<file path="src/hdl/la32_pkg.sv">
// ----------------------------------------------------------------------------
// la32_pkg
// Shared types and constants of the LA32R integer decode/execute unit.
// ----------------------------------------------------------------------------
package la32_pkg;

  localparam int unsigned RegCountDefault = 32;
  localparam logic [31:0] ResetPcDefault = 32'h1C00_0000;

  typedef enum logic [2:0] {
    TRAP_NONE    = 3'd0,
    TRAP_SYSCALL = 3'd1,
    TRAP_BREAK   = 3'd2,
    TRAP_INVALID = 3'd3,
    TRAP_PRIV    = 3'd4
  } trap_e;

  typedef enum logic [2:0] {
    LK_B  = 3'd0,
    LK_H  = 3'd1,
    LK_W  = 3'd2,
    LK_BU = 3'd3,
    LK_HU = 3'd4
  } load_kind_e;

  // Front-to-back queue entry.
  typedef struct packed {
    logic        req_type;
    logic [31:0] instr;
    logic [31:0] load_data;
  } item_t;

  // Result payload.
  typedef struct packed {
    logic [31:0] trap_value;
    logic [2:0]  trap_code;
    logic [31:0] store_data;
    logic [1:0]  mem_size;
    logic [31:0] mem_address;
    logic        mem_write;
    logic        mem_valid;
    logic [31:0] next_pc;
  } result_t;

endpackage

</file>
<file path="src/hdl/la32_front.sv">
// ----------------------------------------------------------------------------
// la32_front
// Input side: accepts items into a two-entry queue toward the execute back end.
// ----------------------------------------------------------------------------
module la32_front
  import la32_pkg::*;
(
  input  logic  clk_i,
  input  logic  rst_ni,
  input  logic  in_valid_i,
  output logic  in_ready_o,
  input  item_t in_item_i,
  output logic  q_valid_o,
  input  logic  q_pop_i,
  output item_t q_item_o
);

  item_t      ent_q [2];
  logic       rd_ptr_q, wr_ptr_q;
  logic [1:0] cnt_q;
  logic       push;

  assign in_ready_o = (cnt_q != 2'd2);
  assign push       = in_valid_i && in_ready_o;
  assign q_valid_o  = (cnt_q != 2'd0);
  assign q_item_o   = ent_q[rd_ptr_q];

  always_ff @(posedge clk_i or negedge rst_ni) begin
    if (!rst_ni) begin
      rd_ptr_q <= 1'b0;
      wr_ptr_q <= 1'b0;
      cnt_q    <= 2'd0;
    end else begin
      if (push) wr_ptr_q <= ~wr_ptr_q;
      if (q_pop_i) rd_ptr_q <= ~rd_ptr_q;
      cnt_q <= cnt_q + {1'b0, push} - {1'b0, q_pop_i};
    end
  end

  always_ff @(posedge clk_i) begin
    if (push) begin
      ent_q[wr_ptr_q] <= in_item_i;
    end
  end

endmodule

</file>
<file path="config.mk">
export PLATFORM = sky130hd
export DESIGN_NAME = la32_front
export DESIGN_NICKNAME = d
export VERILOG_FILES = /design/src/hdl/la32_pkg.sv /design/src/hdl/la32_front.sv
export SDC_FILE = /design/constraint.sdc
export NUM_CORES = 1
export LEC_CHECK = 0
export ABC_AREA = 1
export BUFFER_PORTS_ARGS = -buffer_cell sky130_fd_sc_hd__buf_2
export CORE_MARGIN = 2
export CORE_UTILIZATION = 43
export CTS_CLUSTER_DIAMETER = 60
export CTS_CLUSTER_SIZE = 28
export DETAILED_ROUTE_END_ITERATION = 12
export GPL_ROUTABILITY_DRIVEN = 0
export GPL_TIMING_DRIVEN = 0
export PLACE_DENSITY = 0.67
export REMOVE_ABC_BUFFERS = 1
export SYNTH_ARGS = -nofsm -noshare
export SYNTH_HDL_FRONTEND = slang
export SYNTH_SLANG_ARGS = --single-unit
</file>
<file path="constraint.sdc">
create_clock -name clk_i -period 4.3 [get_ports clk_i]
set_input_delay 0.86 -clock clk_i [delete_from_list [all_inputs] [get_ports clk_i]]
set_output_delay 0.86 -clock clk_i [all_outputs]
set_load 0.005 [all_outputs]
</file>
== Word level (Yosys, flattened, before mapping) ==
Memories as Yosys holds them, arrays and structs flattened.
Index checks and enable logic that the tools add are counted.
Word-level totals
  flip-flop bits (word level): 4
  RAM bits: 130
  bits of input ports: 69
  output and inout port bits: 67
  word-level logic and storage cells: 13
  memories kept: 1
Memories
  ent_q: depth 2, bits a word 65, rd ports 1, clocked after Yosys merged registers in 0, write ports 1, RTL line la32_front.sv:18  | item_t ent_q [2];
Cells by class
  add/subtract/negate cells: 2
  eq/ne operators: 1
  multiplexer cells: 2
  bitwise gates (word level): 2
  reductions and logical operators: 2
Operators with widths (count)
  2-bit by 1-bit adder with 2-bit output: 1
  1-bit 2-to-1 mux: 2
  2-bit != test (second input constant): 1
  1-bit NOT: 2
  2-bit nonzero test: 1
  2-bit by 1-bit subtractor with 2-bit output: 1
  1-bit logical AND: 1

== Depth between registers and ports, before layout ==
  word-level depth: 4
  mapped depth: 12
  depth with buffers taken out: 12

== Worst setup path before layout ==
OpenSTA, ideal clock, no wires.
  path type: input to register
  start: input in_valid_i
  end: memory ent_q[1][0] (netlist name) (enable)
  library setup time: 0.490 ns
  data arrival time: 3.704 ns
  data required time: 3.810 ns
  path slack: 0.106 ns
  stages: 2
  path through: nand2_1 > nor2_1
Between the ends
  cells in the longest elaborated chain, start to end: 3
RTL lines
  start: declaration: RTL line la32_front.sv:10  | input logic in_valid_i,
  1-bit logical AND: RTL line la32_front.sv:24  | assign push = in_valid_i && in_ready_o;
  1-bit 2-to-1 mux: RTL line la32_front.sv:41  | if (push) begin
  1-bit 2-to-1 mux (implied by the code): RTL line la32_front.sv:42  | ent_q[wr_ptr_q] <= in_item_i;
  end: declaration: RTL line la32_front.sv:18
No other way between the ends.

==> flow_summary.json <==
{
  "drive_gt1_frac": 0.594,
  "port_buffers": 135,
  "fin_crit_sh": 0.672,
  "synth_area_sq_mm": 0.00506,
  "fillCellCount": 883,
  "drt-total-wl_um": 8660,
  "dpl_worst_slack_ns": 1.80,
  "overflow": 0,
  "hp-class": "primary input to asynchronous set/reset pin",
  "grt_usage": 0.143,
  "numCtsBuffers": 17,
  "yosysWarnings": 0,
  "grt-busiest-layer": "met2",
  "ys_seq_area_frac": 0.791,
  "gr-usage-met2": 0.240,
  "drt_first_pass_iters": 4,
  "start_kind": "flip-flop",
  "drtIter0Drc": 116,
  "grtUsageMet3": 0.0513,
  "core_area_sq_mm": 0.0115,
  "async_flop_share": 0.0299,
  "row_count": 39,
  "grt_pass1_vias": 2785,
  "slew_headroom": 0.627,
  "layout_common_cells": "buf_2 (135), edfxtp_1 (130), mux2_4 (40), mux2_2 (25), clkbuf_16 (17)",
  "wl_per_cell_um": 16.1,
  "final_common_cell": "buf_2",
  "grt_pass1_wl_um": 13600,
  "rsz0062_at_grt": "no",
  "crit_path_end_kind": "output pin",
  "synth_seq_cells": 134,
  "cts.clk_slew.worst_paths_ns": 0.05,
  "pin_count": 136,
  "drv_cap": 0,
  "peakVddDrop_mv": 0.517,
  "slew_viol_final": 0,
  "syn_area_per_cell_sq_um": 22.1,
  "clk_latency_ns": 0.40,
  "viasPerCell": 4.79,
  "p_leak_nw": 2.63,
  "fin_util": 0.573,
  "area.growth.synth_to_final_pct": 29.9,
  "critPathMaxFanout": 36,
  "setup_tns_ns": 0,
  "hold_buffers": 0,
  "die_y_um": 112,
  "tightestPinTransition_ns": 0.559,
  "nets": 451,
  "cts_setup_buffers": 0,
  "synthCells": 229,
  "clock.fmax_mhz": 346,
  "grt_max_degree": 37,
  "hpwlAfterDp_um": 5710,
  "antenna_found_initial": 0,
  "synth_ff_type": "edfxtp_1",
  "die-area_sq_mm": 0.0126,
  "synth-edff-count": 130,
  "period_minus_slack_ns": 2.89,
  "p_per_area_mw_per_mm2": 693,
  "drc": 0,
  "cts_max_path_buffers": 2,
  "dr_total_vias": 2572,
  "cts.sinks": 134,
  "cts_tree": "done",
  "status": "completed",
  "met1_usage": 0.163,
  "start_util": 0.441,
  "synth_cell_types": 14,
  "htreeDepth": 4,
  "crit_type": "flip-flop to output pin",
  "cts-root-buf": "clkbuf_16",
  "cts-resized-gates": 0,
  "hold_viol_final": 0,
  "setup_viol": 0,
  "ant_nets": 0,
  "diodes": 0,
  "cp.required_ns": 3.44,
  "crit_arrival_ns": 2.03,
  "finalWorstSetupSlack_ns": 1.41,
  "dieWidth_um": 112,
  "fin_skew_ns": 0.0133
}
[per-layer routing]
layer / routed length, um / up-vias
li1: - / 1204
met1: 3600 / 1265
met2: 4410 / 94
met3: 542 / 9
met4: 106 / 0
met5: 0 / -
[final timing paths]
path / depth (start not counted) / slack (ns) / endpoint / start
max: 3 / 1.41 / q_item_o[4] / rd_ptr_q$_DFFE_PN0P_
min: 1 / 0.26 / wr_ptr_q$_DFFE_PN0P_ / rst_ni
max reg2reg: 5 / 2.63 / ent_q[0][36]$_DFFE_PP_ / cnt_q[0]$_DFF_PN0_
min reg2reg: 1 / 0.52 / cnt_q[0]$_DFF_PN0_ / cnt_q[0]$_DFF_PN0_
max in group asynchronous: 1 / 3.90 / rd_ptr_q$_DFFE_PN0P_ / rst_ni
min in group clk_i: 1 / 0.52 / cnt_q[0]$_DFF_PN0_ / cnt_q[0]$_DFF_PN0_
[critical path, cell delays in order (launching register included)]
cell     delay [ns]
dfrtp_4        0.78
buf_16         0.30
mux2_2         0.37
buf_2          0.13
[cell type report]
type | count | area (sq um) | area share
clock buffer | 28 | 527 | 0.0802
clock inverter | 4 | 68.8 | 0.0105
inverter | 5 | 18.8 | 0.00286
multi-input combinational | 83 | 985 | 0.150
sequential | 134 | 4010 | 0.610
tap | 143 | 179 | 0.0272
timing repair buffer | 140 | 783 | 0.119
[synth_stat cells, types with 2 or more instances]
cell type | n | area share
mux2_2 | 25 | 0.056
buf_2 | 2 | 0.0020
nand2_1 | 10 | 0.0074
dfrtp_1 | 4 | 0.020
edfxtp_1 | 130 | 0.77
inv_1 | 5 | 0.0037
buf_6 | 5 | 0.011
nor2_1 | 3 | 0.0022
mux2_4 | 40 | 0.12
[sequential cells by signal, summed over array words and instances, names as in the netlist]
name,count
rd_ptr_q,1
cnt_q,2
wr_ptr_q,1
ent_q,130
[power by group]
part	internal (mW)	switching [mW]
sequential	1.78	0.143
combinational	0.684	0.528
clock	0.944	0.472
total	3.41	1.14
[logic make-up (layout without fill, tap and decap cells)]
kind of cell	after synthesis	count (layout)	share of synthesized area
flip-flops	134	134	0.791
AO/OA/AOI/OAI	1	1	0.000988
multiplexers	65	65	0.174
AND/OR/NAND/NOR	15	15	0.0121
XOR/XNOR	1	1	0.00173
buffers and inverters	12	177	0.0168
adder cells (fa/ha/maj)	1	1	0.00247
[stage by stage]
step	instances	hold WS [ns]	total power, mW	area [sq um]
after floorplan	222	0.478	2.71	4990
after CTS	537	0.233	4.64	6570
after global placement	500	0.487	3.21	5850
after global routing	537	0.245	4.78	6570
after detailed placement	505	0.509	3.20	5970
final	537	0.255	4.55	6570
Note: power is estimated with default switching activity, not from simulation.
